$ cat src/rtl/gated_nearest_point_matcher_core_assert.svh
// assertion macros used by gnpm_back
// the using module must have clk and rst_n in scope
`ifndef GATED_NEAREST_POINT_MATCHER_CORE_ASSERT_SVH
`define GATED_NEAREST_POINT_MATCHER_CORE_ASSERT_SVH

// same-cycle implication
`define GNPM_ASSERT_IMP(lbl, ante, cons, msg) \
  lbl: assert property (@(posedge clk) disable iff (!rst_n) (ante) |-> (cons)) else $error(msg);

// next-cycle implication
`define GNPM_ASSERT_NXT(lbl, ante, cons, msg) \
  lbl: assert property (@(posedge clk) disable iff (!rst_n) (ante) |=> (cons)) else $error(msg);

`endif

$ cat src/rtl/gnpm_pkg.sv
// ----------------------------------------------------------------------------
// gnpm_pkg
// types and constants of the gated nearest point matcher
// ----------------------------------------------------------------------------
package gnpm_pkg;

  localparam int GNPM_MAX_REFS = 256;
  localparam logic [51:0] GNPM_DIST_RESET = 52'd1048576;
  localparam logic [15:0] GNPM_COS_RESET  = 16'd49152;

  typedef enum logic [1:0] {
    CMD_CLEAR = 2'd0,
    CMD_LOAD  = 2'd1,
    CMD_QUERY = 2'd2,
    CMD_NOP   = 2'd3
  } cmd_e;

  typedef enum logic [1:0] {
    OP_CLEAR = 2'd0,
    OP_LOAD  = 2'd1,
    OP_QUERY = 2'd2
  } op_e;

  typedef enum logic {
    CFG_DIST_LIMIT = 1'b0,
    CFG_COS_LIMIT  = 1'b1
  } cfg_reg_e;

  typedef enum logic [1:0] {
    BK_IDLE,
    BK_SCAN,
    BK_DRAIN,
    BK_DONE
  } bk_state_e;

  typedef struct packed {
    logic [1:0]         command;
    logic signed [23:0] pos_x;
    logic signed [23:0] pos_y;
    logic signed [23:0] pos_z;
    logic signed [15:0] norm_x;
    logic signed [15:0] norm_y;
    logic signed [15:0] norm_z;
    logic               ref_id_valid;
    logic [15:0]        ref_id;
  } in_item_t;

  typedef struct packed {
    logic        found;
    logic [7:0]  match_index;
    logic        id_valid;
    logic [15:0] global_id;
    logic [51:0] distance_sq;
  } out_item_t;

  typedef struct packed {
    op_e                op;
    logic signed [23:0] px;
    logic signed [23:0] py;
    logic signed [23:0] pz;
    logic signed [15:0] nx;
    logic signed [15:0] ny;
    logic signed [15:0] nz;
    logic               id_valid;
    logic [15:0]        id;
  } queue_item_t;

endpackage

$ cat src/rtl/gnpm_front.sv
// ----------------------------------------------------------------------------
// gnpm_front
// input stage: decodes commands, drops nops and queues the rest for the execution side
// ----------------------------------------------------------------------------
module gnpm_front (
  input  logic                   clk,
  input  logic                   rst_n,
  input  logic                   in_valid,
  output logic                   in_stall,
  input  gnpm_pkg::in_item_t     in_data,
  output logic                   q_valid,
  output gnpm_pkg::queue_item_t  q_item,
  input  logic                   q_pop
);
  import gnpm_pkg::*;

  queue_item_t fifo_r [2];
  logic        wr_ptr_r, wr_ptr_nxt;
  logic        rd_ptr_r, rd_ptr_nxt;
  logic [1:0]  cnt_r, cnt_nxt;
  logic        push;
  queue_item_t item;

  always_comb begin
    item.op       = OP_CLEAR;
    item.px       = in_data.pos_x;
    item.py       = in_data.pos_y;
    item.pz       = in_data.pos_z;
    item.nx       = in_data.norm_x;
    item.ny       = in_data.norm_y;
    item.nz       = in_data.norm_z;
    item.id_valid = in_data.ref_id_valid;
    item.id       = in_data.ref_id;
    push          = 1'b0;
    unique case (cmd_e'(in_data.command))
      CMD_CLEAR: begin
        item.op = OP_CLEAR;
        push    = in_valid && !in_stall;
      end
      CMD_LOAD: begin
        item.op = OP_LOAD;
        push    = in_valid && !in_stall;
      end
      CMD_QUERY: begin
        item.op = OP_QUERY;
        push    = in_valid && !in_stall;
      end
      CMD_NOP: begin
        push = 1'b0;
      end
      default: begin
        push = 1'b0;
      end
    endcase
  end

  assign in_stall = (cnt_r == 2'd2);
  assign q_valid  = (cnt_r != 2'd0);
  assign q_item   = fifo_r[rd_ptr_r];

  always_comb begin
    wr_ptr_nxt = push ? ~wr_ptr_r : wr_ptr_r;
    rd_ptr_nxt = q_pop ? ~rd_ptr_r : rd_ptr_r;
    cnt_nxt    = cnt_r + 2'(push) - 2'(q_pop);
  end

  always_ff @(posedge clk) begin
    if (!rst_n) begin
      wr_ptr_r <= 1'b0;
      rd_ptr_r <= 1'b0;
      cnt_r    <= 2'd0;
    end else begin
      wr_ptr_r <= wr_ptr_nxt;
      rd_ptr_r <= rd_ptr_nxt;
      cnt_r    <= cnt_nxt;
    end
  end

  always_ff @(posedge clk) begin
    if (push) begin
      fifo_r[wr_ptr_r] <= item;
    end
  end

endmodule

$ cat config.mk
export PLATFORM = sky130hd
export DESIGN_NAME = gnpm_front
export DESIGN_NICKNAME = d
export VERILOG_FILES = /design/src/rtl/gated_nearest_point_matcher_core_assert.svh /design/src/rtl/gnpm_pkg.sv /design/src/rtl/gnpm_front.sv
export SDC_FILE = /design/constraint.sdc
export NUM_CORES = 1
export LEC_CHECK = 0
export BUFFER_PORTS_ARGS = -buffer_cell sky130_fd_sc_hd__buf_2
export CORE_ASPECT_RATIO = 0.6
export CORE_MARGIN = 5
export CORE_UTILIZATION = 55
export CTS_CLUSTER_SIZE = 14
export DETAILED_ROUTE_END_ITERATION = 12
export PLACE_DENSITY = 0.9
export SLEW_MARGIN = 20
export SYNTH_ARGS = -nofsm -noshare
export SYNTH_HDL_FRONTEND = slang
export SYNTH_SLANG_ARGS = --single-unit
export TNS_END_PERCENT = 20
$ cat constraint.sdc
create_clock -name clk -period 13.21 [get_ports clk]
set_input_delay 1.9815 -clock clk [delete_from_list [all_inputs] [get_ports clk]]
set_output_delay 1.9815 -clock clk [all_outputs]
set_load 0.05 [all_outputs]
Word level (Yosys, flattened, before mapping)

Memory sizes are Yosys's and may differ from the RTL's. A register that Yosys moved wholly into a read port is not among the register bits.
Cells that the tools add are included.

Muxes and demuxes: 6
Eq/ne operators: 4
Bitwise gates (word level): 2
Reduce and logical (&&, ||, !) cells: 5
$add $sub $neg: 2

Operator list:

| cell                                          | count |
|---|---|
| == test 2 bit, second input constant          | 3 |
| 2-to-1 mux 1 bit                              | 4 |
| one-hot mux 2 bit (2 select lines)            | 1 |
| OR reduction 3 bit                            | 1 |
| adder 2 x 1 -> 2 bit                          | 1 |
| == test 2 x 1 -> 1 bit, second input constant | 1 |
| zero test 2 bit                               | 1 |
| inverter 1 bit                                | 2 |
| one-hot mux 1 bit (2 select lines)            | 1 |
| nonzero test 2 bit                            | 1 |
| subtractor 2 x 1 -> 2 bit                     | 1 |
| logical AND 1 bit                             | 1 |
| zero test 1 bit                               | 1 |

Bits in writable memories: 278
Output and inout port bits: 141
Bits in registers: 4
Logic and storage cells: 23
Memories: 1

Memories:

| name   | words | width | read ports | clocked after memory_dff | wr ports | RTL line         | RTL |
|---|---|---|---|---|---|---|---|
| fifo_r | 2     | 139   | 1          | 1                        | 1        | gnpm_front.sv:17 | `queue_item_t fifo_r [2];` |

Depth between registers and ports, before layout

Gate-level depths: netlist (run 1).

Depth after elaboration: 6
Gate-level depth with buffers: 8
Depth with buffers taken out: 8

Worst setup path before layout (run 1)

OpenSTA, ideal clock, no wires.

Kind: in2reg
Start point: in in_data[137] (netlist name)
End point: mem fifo_r[0][0] (netlist name) (enable)
Path buffers: 0
Stages on the path: 3
Path slack: 4.594 ns
Arrival time: 7.976 ns
Required time: 12.570 ns
Cells stage by stage: nand2_1 -> nand3b_1 -> nor2_1

Cells in the longest elaborated chain, start to end: 5
Elaborated cells between the ends (all ways): 8

RTL lines:

| what                                        | RTL line         | RTL |
|---|---|---|
| from (decl)                                 | gnpm_front.sv:10 | `input gnpm_pkg::in_item_t in_data,` |
| == test 2 bit, or another cell as far along | gnpm_front.sv:35 | `unique case (cmd_e'(in_data.command))` |
| OR reduction 3 bit (no source line)         | -                |  |
| one-hot mux 1 bit (2 select lines) *        | gnpm_front.sv:35 |  |
| 2-to-1 mux 1 bit *                          | gnpm_front.sv:80 | `if (push) begin` |
| 2-to-1 mux 1 bit (not written as such) *    | gnpm_front.sv:81 | `fifo_r[wr_ptr_r] <= item;` |
| to (decl)                                   | gnpm_front.sv:17 |  |

Mark *: on every way between the ends. The rest lies on a longest branch, timed or not.

==> run metrics, run 1 <==
run status=complete, no violations; first-pass GRT wire length=31,700 um; Post-synth EDFFs=roughly 280; Design Area, Final=roughly 13,000 um^2; Crit path largest cell delay=approximately 900 ps; synthesis-stage register bit count=between 200 and 300; DR DRC count=0; layout cells sized above 1=between 50% and 60%; Least-Margin Pin Slew=around 1000 ps; Buf+Inv Stages, Crit Path=2; power density cells=about 180 nW/um^2; worst r2r src=cnt_r[1]$_SDFF_PN0_; delay-heaviest family, CP=buffers and inverters; crit path DAT=~3100 ps; final hold viol count=0; DRT Pass-1 Iters=4; Main synth FF type=edfxtp_1; leakage=roughly 4.7 nW; clock buffer count from CTS=25; Final min period=between 5000 and 6000 ps; Setup crit end kind=output pin; most area-hungry cell type in the Yosys netlist=edfxtp_1; routability cong.=0.758; cell area after synthesis=10,300 um^2; Area contributors post-synth=edfxtp_1 (81%), mux2_2 (15%), buf_6 (1.2%), dfxtp_1 (0.97%), and2_1 (0.24%); DR iter-0 viols=409; synthesis warning total=0; core area=between 15,000 and 20,000 um^2; final WL=about 21,000 um; CTS clk-pin slew, worst paths=approximately 60 ps; CP max-delay cell=dfxtp_4; Synth cell types=17; Startpoint Class=register; Setup Viol. Count Final=0; Final Util=approximately 69%; CTS tree=done; min-delay worst type=register to register; routed vias=5,333; vias in the first global route=approximately 5,600; Max H-tree Level=1; Seq/Total Area, Yosys=between 80% and 90%; post-synthesis area per instance=22.5 um^2; crit path capture=q_item[44]; total global routing overflow=0; num rows=38; Syn Nets=roughly 600; IO Port Bufs=283; WP depth=3; Final HPWL DP=~14,000 um; initial core utilization=56.5%; Worst R2R Path Depth=4; Top-Level Pins=284; Pwr Total=0.00224 W; Total Negative Setup Slacks=0 ps; clk sinks=283; root buf cell=clkbuf_16; die footprint=~22,000 um^2; Max-slew headroom=31.8%; # hold bufs at CTS=0; most common cell in the netlist=edfxtp_1; ys async rst share=0%; clock tree buffer depth=3; GRT Total Usage=19.1%; final worst path period share=a little under two fifths; Crit Path Max Fanout=75; Post-CTS Setup Bufs=0; top cell type's share of synthesized area=81.0%; Die Wd=about 190 um; CP required=around 11,000 ps; Syn-to-layout area delta=22.4%; Layout Skew=~12 ps; end of the worst register-to-register path=fifo_r[0][115]$_DFFE_PP_; antenna-violating nets left=0; drt via density=approximately 5.3; # nets final=904; Syn Inst Count=between 400 and 500; Resize count post-CTS=0; max cap viols=0; initial antenna violation count=9; WL/cell=about 21 um; dpl ws=8700 ps; peak supply drop=around 0.13 mV; RSZ-0062 raised after global routing=no; placed cell areas=around 12,000 um^2; crit-path cells=buf_4 -> mux2_2 -> buf_2; R2R Setup Slk=10,940 ps; Setup WS post-layout=approximately 8200 ps; critical path class=register to output pin; Die Ht=around 120 um; fin. max-slew vios=0; Clk Latency, worst-skew pair=~500 ps; FMAX=199 MHz; Post-synth top cells=edfxtp_1 (278), mux2_2 (139), buf_6 (11); largest net degree at the start of global routing=77
==> how the worst min path moves through the flow <==
stage / endpoint / slack, ps / startpoint / cells after the start
after floorplan: wr_ptr_r$_SDFFE_PN0P_ / 450 / wr_ptr_r$_SDFFE_PN0P_ / 2
after global placement: wr_ptr_r$_SDFFE_PN0P_ / 490 / wr_ptr_r$_SDFFE_PN0P_ / 2
after detailed placement: wr_ptr_r$_SDFFE_PN0P_ / 510 / wr_ptr_r$_SDFFE_PN0P_ / 2
after CTS: wr_ptr_r$_SDFFE_PN0P_ / 520 / wr_ptr_r$_SDFFE_PN0P_ / 2
after global routing: wr_ptr_r$_SDFFE_PN0P_ / 570 / wr_ptr_r$_SDFFE_PN0P_ / 2
final: wr_ptr_r$_SDFFE_PN0P_ / 520 / wr_ptr_r$_SDFFE_PN0P_ / 2
==> sequential cells by signal, summed over array words and instances (netlist names), named ones only <==
signal and cells:
wr_ptr_r 1, rd_ptr_r 1, cnt_r 2, fifo_r 278
==> through the flow <==
step / instances / hold WS [ps]
after global routing: 1013 / 569
after CTS: 1012 / 519
after global placement: 972 / 494
after detailed placement: 972 / 510
after floorplan: 459 / 451
final: 1013 / 519
==> where the power goes <==
| part | switching [W] | internal (W) | total [W] |
|---|---|---|---|
| combinational | 0.000358 | 0.000126 | 0.000485 |
| clock | 0.000285 | 0.000345 | 0.000631 |
| sequential | 0.0000287 | 0.00109 | 0.00112 |
| total | 0.000673 | 0.00156 | 0.00224 |
==> kinds of logic (layout without fill, tap and decap cells) <==
kind of cell  after synthesis  count (layout)  share of synthesized area [%]
xor+xnor                    3               3                          0.255
fa+ha+maj                   2               2                          0.243
buf+inv                    17             330                           1.52
flops                     283             283                           82.0
mux                       140             140                           15.3
other cells                 0               1                              0
simple gates               14              14                          0.741
==> layout make-up <==
cell class / instances / area [um^2]
Clock buffer: 33 / 656
Antenna cell: 1 / 2.50
Clock inverter: 7 / 30.0
Inverter: 2 / 7.51
Sequential cell: 283 / 8450
Tap cell: 240 / 300
Multi-Input combinational cell: 159 / 1720
Timing Repair Buffer: 288 / 1450
Fill cell: 1157 / 5640
==> cells in the final DEF, fill, tap and decap left out, types with 3 or more instances in the layout <==
| cell type | netlist | final |
|---|---|---|
| edfxtp_1 | 278 | 278 |
| clkbuf_1 | 0 | 8 |
| clkbuf_16 | 0 | 25 |
| nor2b_1 | 3 | 3 |
| buf_2 | 2 | 283 |
| buf_4 | 2 | 5 |
| mux2_2 | 139 | 139 |
| nand2_1 | 3 | 3 |
| clkinv_2 | 0 | 3 |
| dfxtp_1 | 5 | 4 |
| clkinv_1 | 0 | 4 |
| and2_1 | 4 | 4 |
==> routing by layer <==
metal	up-vias	global-route usage [%]	wire length (um)
met5	-	0	96
met1	2608	23.8	8330
met3	37	7.56	2140
met2	248	32.4	10300
li1	2424	-	-
met4	16	4.04	322
==> worst reg2reg max path, delay by kind of cell, from the launching register on <==
kind / cells / cell delay (ps)
buffers and inverters: 1 / 760
and+or+nand+nor: 3 / 700
DFF: 1 / 340
Note: power is estimated with default switching activity, not from simulation.
==> run 2: changes to the inputs <==
--- a/config.mk
+++ b/config.mk
@@ -5,13 +5,14 @@
 export SDC_FILE = /design/constraint.sdc
 export NUM_CORES = 1
 export LEC_CHECK = 0
+export ABC_AREA = 1
 export BUFFER_PORTS_ARGS = -buffer_cell sky130_fd_sc_hd__buf_2
 export CORE_ASPECT_RATIO = 0.6
 export CORE_MARGIN = 5
-export CORE_UTILIZATION = 55
+export CORE_UTILIZATION = 47
 export CTS_CLUSTER_SIZE = 14
 export DETAILED_ROUTE_END_ITERATION = 12
-export PLACE_DENSITY = 0.9
+export PLACE_DENSITY = 0.83
 export SLEW_MARGIN = 20
 export SYNTH_ARGS = -nofsm -noshare
 export SYNTH_HDL_FRONTEND = slang
==> constraint.sdc (replaced) <==
create_clock -name clk -period 4.1 [get_ports clk]
set_input_delay 0.615 -clock clk [delete_from_list [all_inputs] [get_ports clk]]
set_output_delay 0.615 -clock clk [all_outputs]
set_load 0.05 [all_outputs]
==> run metrics, run 2 <==
FMAX=between 300 and 400 MHz; clock power share=32.6% (+4.4 points); Non-Filler Instances=1,076 (+6.2%); Psw=0.00184 W (+170%); Crit Path Max Fanout=35 (-53%); RSZ-0062 raised after global routing=no; Final HPWL DP=13,600 um (-5.7%); most area-hungry cell type in the Yosys netlist=edfxtp_1; sw frac=27.0% (-3.1 points); GRT Total Usage=15.4% (-3.7 points); biggest regs=fifo_r (278), cnt_r (2); post-synthesis area per instance=21.9 um^2 (-2.6%); Syn-to-layout area delta=24.2%; Setup crit end kind=output pin; synthesis-stage register bit count=283 (unchanged); synthesis warning total=0 (unchanged); Clk Latency, worst-skew pair=520 ps (+20 ps); DRT Pass-1 Iters=4 (unchanged); Post-CTS Setup Bufs=0 (unchanged); clock buffer count from CTS=26 (+4.0%); Syn Nets=617 (+2.2%); initial core utilization=47.3% (-9.1 points); Post-synth EDFFs=278 (unchanged); num rows=42 (+11%); number of diodes=0 (-1); Top-Level Pins=284 (unchanged); min-delay worst type=primary input to register; run status=complete, no violations; Resize count post-CTS=0 (unchanged); cell area after synthesis=10,300 um^2 (+0.11%); layout cells sized above 1=58.7% (-0.72 points); Biggest register=fifo_r; Main synth FF type=edfxtp_1; routed wl met3=2130 um (-0.65%); fin. max-slew vios=0 (unchanged); most frequent cells in the layout=buf_2 (283), edfxtp_1 (278), mux2_2 (139); Synth cell types=14 (-3); clk sinks=283 (unchanged); Setup Viol. Count Final=0 (unchanged); leakage=4.78 nW (+2.1%); leading cell type in the layout, fill and taps excluded=buf_2; final hold viol count=0 (unchanged); CTS clk-pin slew, worst paths=60 ps (about the same); Crit path largest cell delay=580 ps (-300 ps); routability cong.=0.793 (+4.6%); part of the power in registers=50.7% (+0.6 points); most common cell in the netlist=edfxtp_1; final WL=20,200 um (-4.6%); DR DRC count=0 (unchanged); critical path class=register to output pin; max reg flops=278 (unchanged); Die Ht=125 um (+7.5%); met1 wire length=8480 um (+1.8%); power density cells=531 nW/um^2 (+200%); IO Port Bufs=283 (unchanged); Area contributors post-synth=edfxtp_1 (81%), mux2_2 (15%), buf_6 (1.2%), dfxtp_1 (0.97%), nor2_1 (0.40%); root buf cell=clkbuf_16; initial antenna violation count=4 (-5); Max H-tree Level=1 (unchanged); Die Wd=201 um (+7.8%); # nets final=919 (+1.7%); largest net degree at the start of global routing=140 (+82%); crit-path cells=buf_4 -> mux2_2 -> buf_2; first-pass GRT wire length=30,700 um (-3.0%); Design Area, Final=12,800 um^2 (+1.6%); Total Negative Setup Slacks=0 ps (unchanged); CTS tree=done; antenna-violating nets left=0 (unchanged); core area=21,800 um^2 (+19%); Post-synth top cells=edfxtp_1 (278), mux2_2 (139), buf_6 (11), nor2_1 (11), nand2_1 (10); peak supply drop=0.375 mV (+200%); Startpoint Class=register; CP required=3480 ps (-7750 ps); final worst path period share=between 60 and 70%; vias in the first global route=5,594 (-0.75%); Seq/Total Area, Yosys=81.9% (-0.089 points); CP max-delay cell=dfxtp_4; Max-slew headroom=46.2% (+14 points); top cell type's share of synthesized area=80.9% (-0.088 points); internal power=0.00497 W (+220%); clock tree buffer depth=3 (unchanged); DR iter-0 viols=307 (-25%); met2 wire len=9310 um (-9.7%); Syn Inst Count=472 (+2.8%); WL/cell=18.8 um (-10%); total global routing overflow=0 (unchanged); Least-Margin Pin Slew=807 ps (-217 ps); dpl cells=1,032 (+6.2%); die footprint=25,100 um^2 (+16%); placed cell areas=12,000 um^2 (+0.93%); crit path DAT=2230 ps (-820 ps); max cap viols=0 (unchanged); Layout Skew=9.54 ps (-2.33 ps); drt via density=4.94 (-6.2%); # hold bufs at CTS=0 (unchanged); Combinational Power Share=16.7% (-5.0 points); ys async rst share=0% (unchanged); routed vias=5,316 (-0.32%); Top Layer Used=met5; Final min period=between 2000 and 3000 ps
[run 2: changes by cell type after synthesis, sizes merged]
cell | previous run | this run
a21oi | 0 | 1
and2 | 4 | 0
inv | 2 | 8
mux2i | 1 | 0
nand2 | 3 | 10
nand3 | 0 | 1
nand3b | 1 | 0
nand4 | 0 | 1
nor2 | 2 | 11
nor2b | 3 | 0
xnor2 | 2 | 0
xor2 | 1 | 0
[run 2: final timing paths]
check             depth (start not counted)                      end                   from  slack (ps)
setup reg to reg                          5  fifo_r[1][86]$_DFFE_PP_    cnt_r[0]$_SDFF_PN0_        2140
setup / recovery                          3               q_item[81]               register        1260
hold reg to reg                           2                 register  rd_ptr_r$_SDFFE_PN0P_         500
hold / removal                            1  fifo_r[0][14]$_DFFE_PP_            in_data[14]         280
[run 2: worst max-delay path: cells and delay by family (launching register included)]
family,cells,cell delay [ps]
flops,1,580
mux,1,400
buf+inv,2,710
[run 2: area by class of cell]
| type | count | area [um^2] |
|---|---|---|
| Clock buffer | 34 | 702 |
| Clock inverter | 10 | 75.1 |
| Fill cell | 1596 | 8990 |
| Inverter | 8 | 35.0 |
| Multi-Input combinational cell | 166 | 1700 |
| Sequential cell | 283 | 8450 |
| Tap cell | 286 | 358 |
| Timing Repair Buffer | 289 | 1500 |
[run 2: per-layer routing]
| metal | up-vias | GRT usage (%) |
|---|---|---|
| li1 | 2456 | - |
| met1 | 2603 | 20.2 |
| met2 | 219 | 24.7 |
| met3 | 30 | 6.64 |
| met4 | 8 | 2.41 |
| met5 | - | 0 |
[run 2: stage by stage]
stage / hold slack (ps) / total power [W] / setup slack, ps / utilization (%)
final: 283 / 0.00681 / 1260 / 58.8
after global routing: 245 / 0.00708 / 1120 / 58.8
after CTS: 250 / 0.00689 / 1200 / 58.8
after detailed placement: 488 / 0.00466 / 1710 / 55.2
after global placement: 475 / 0.00464 / 1750 / 55.2
after floorplan: 463 / 0.00436 / 119 / -
[run 2: cells by family (layout without fill, tap and decap cells)]
| family | count (synthesis) | after routing | synth area share [%] |
|---|---|---|---|
| AO/OA/AOI/OAI | 1 | 1 | 0.0485 |
| adder cells (fa/ha/maj) | 2 | 2 | 0.242 |
| buffers and inverters | 23 | 341 | 1.73 |
| flip-flops | 283 | 283 | 81.9 |
| multiplexers | 139 | 139 | 15.2 |
| AND/OR/NAND/NOR | 24 | 24 | 0.934 |
[run 2: power groups by stage]
stage | combinational [W] | clock [W] | sequential (W)
after floorplan | 0.000853 | 0 | 0.00351
after detailed placement | 0.00114 | 0 | 0.00352
after global placement | 0.00113 | 0 | 0.00350
after CTS | 0.00115 | 0.00229 | 0.00346
final | 0.00114 | 0.00222 | 0.00345
after global routing | 0.00119 | 0.00242 | 0.00347
==> run 3: changes to the inputs <==
==> constraint.sdc (replaced) <==
create_clock -name clk -period 2.5 [get_ports clk]
set_input_delay 0.375 -clock clk [delete_from_list [all_inputs] [get_ports clk]]
set_output_delay 0.375 -clock clk [all_outputs]
set_load 0.05 [all_outputs]
==> run metrics, run 3 (synthesized netlist as in run 2, its figures left out) <==
run status=complete, no violations; Final min period=~2300 ps; Hold WS=35.9 ps (-247 ps); drt via density=4.90 (-0.84%); die footprint=25,100 um^2 (unchanged); vias in the first global route=5,706 (+2.0%); initial core utilization=47.3% (unchanged); final hold viol count=0 (unchanged); # nets final=938 (+2.1%); core area=21,800 um^2 (unchanged); total global routing overflow=0 (unchanged); leading cell type in the layout, fill and taps excluded=buf_2; Top-Level Pins=284 (unchanged); Die Ht=125 um (unchanged); critical path class=register to output pin; max reg flops=278 (unchanged); Startpoint Class=register; min-delay worst type=primary input to register; biggest regs=fifo_r (278), cnt_r (2); first-pass GRT wire length=30,900 um (+0.52%); Setup crit end kind=output pin; RSZ-0062 raised after global routing=no; initial antenna violation count=2 (-2); Final HPWL DP=13,700 um (+0.75%); CP required=2120 ps (-1360 ps); num rows=42 (unchanged); max cap viols=0 (unchanged); Syn-to-layout area delta=27.1%; Filler cells=1,575 (-1.3%); largest net degree at the start of global routing=50 (-64%); IO Port Bufs=283 (unchanged); CTS clk-pin slew, worst paths=60 ps (about the same); DR DRC count=0 (unchanged); fin. max-slew vios=0 (unchanged); crit path DAT=1970 ps (-260 ps); FMAX=427 MHz; Setup WS post-layout=159 ps (-1100 ps); peak supply drop=0.778 mV (+110%); Crit Path Max Fanout=48 (+37%); Setup Viol. Count Final=0 (unchanged); Final Util=60.1% (+1.3 points); Biggest register=fifo_r; Pwr Total=0.0112 W (+65%); leakage=4.88 nW (+2.2%); clock tree buffer depth=3 (unchanged); worst r2r src=cnt_r[1]$_SDFF_PN0_; routed vias=5,379 (+1.2%); dpl ws=592 ps (-1120 ps); antenna-violating nets left=0 (unchanged); WL/cell=18.5 um (-1.6%); Clk Latency, worst-skew pair=520 ps (about the same); CTS tree=done; final WL=20,300 um (+0.38%); GRT Total Usage=15.4% (about the same); Design Area, Final=13,100 um^2 (+2.3%); most frequent cells in the layout=buf_2 (283), edfxtp_1 (278), mux2_2 (139); Least-Margin Pin Slew=360 ps (-447 ps); clk sinks=283 (unchanged); HP Start=in_data[76]; routability cong.=0.764 (-3.7%); layout cells sized above 1=58.9% (+0.15 points); Die Wd=201 um (unchanged); Max-slew headroom=76.0% (+30 points); Max H-tree Level=1 (unchanged); final worst path period share=between 90% and 100%; clock buffer count from CTS=26 (unchanged); DR iter-0 viols=233 (-24%); Resize count post-CTS=0 (unchanged); Layout Skew=10.8 ps (+1.30 ps); placed cell areas=12,200 um^2 (+1.0%); DRT Pass-1 Iters=4 (unchanged); root buf cell=clkbuf_16; power density cells=857 nW/um^2 (+61%)
-- run 3: cell count changes in the layout (fill, tap and decap cells not counted), sizes merged --
cell         before  now
buf             289  292
clkbuf           34   33
clkinv            8   11
clkinvlp          0    1
diode             0    2
dlygate4sd3       0   16
inv               9    7
-- run 3: area by class of cell --
class                      count  area, um^2  area share [%]
inverter                       8        33.8           0.258
clock buffer                  33         698            5.32
sequential                   283        8450            64.5
antenna                        2        5.00          0.0382
tap                          286         358            2.73
multi-input combinational    166        1730            13.2
timing repair buffer         308        1760            13.4
clock inverter                12        80.1           0.611
-- run 3: worst paths after layout --
check / end / slack [ps] / cells after the start
max: q_item[87] / 160 / 3
min: fifo_r[1][76]$_DFFE_PP_ / 40 / 1
max reg2reg: cnt_r[1]$_SDFF_PN0_ / 780 / 10
min reg2reg: rd_ptr_r$_SDFFE_PN0P_ / 510 / 2
-- run 3: through the flow --
step | TNS [ps] | cells
4_1_cts | 0 | 1083
3_5_place_dp | 0 | 1035
5_1_grt | 0 | 1098
6_report | 0 | 1098
2_1_floorplan | -158860 | 472
3_3_place_gp | 0 | 1035
-- run 3: power by group --
group	internal, W	leakage, nW	switching, W
Clock	0.00206	0.388	0.00158
Combinational	0.000545	1.89	0.00138
Sequential	0.00558	2.61	0.0000790
-- run 3: routing by layer --
layer | GRT usage, % | routed length (um) | vias up
met2 | 24.9 | 9630 | 196
met3 | 6.53 | 1810 | 27
met5 | 0 | 0 | -
li1 | - | - | 2499
met4 | 3.17 | 313 | 0
met1 | 19.7 | 8550 | 2657
-- run 3: worst max-delay path, cell delays in order, from the launching register on --
cell	delay (ps)
dfxtp_4	500
buf_12	290
mux2_2	390
buf_2	220
-- run 3: timing repair --
action	CTS	global route
endpoints found under the hold margin	4	23
buffers inserted	0	0
hold buffers	3	13
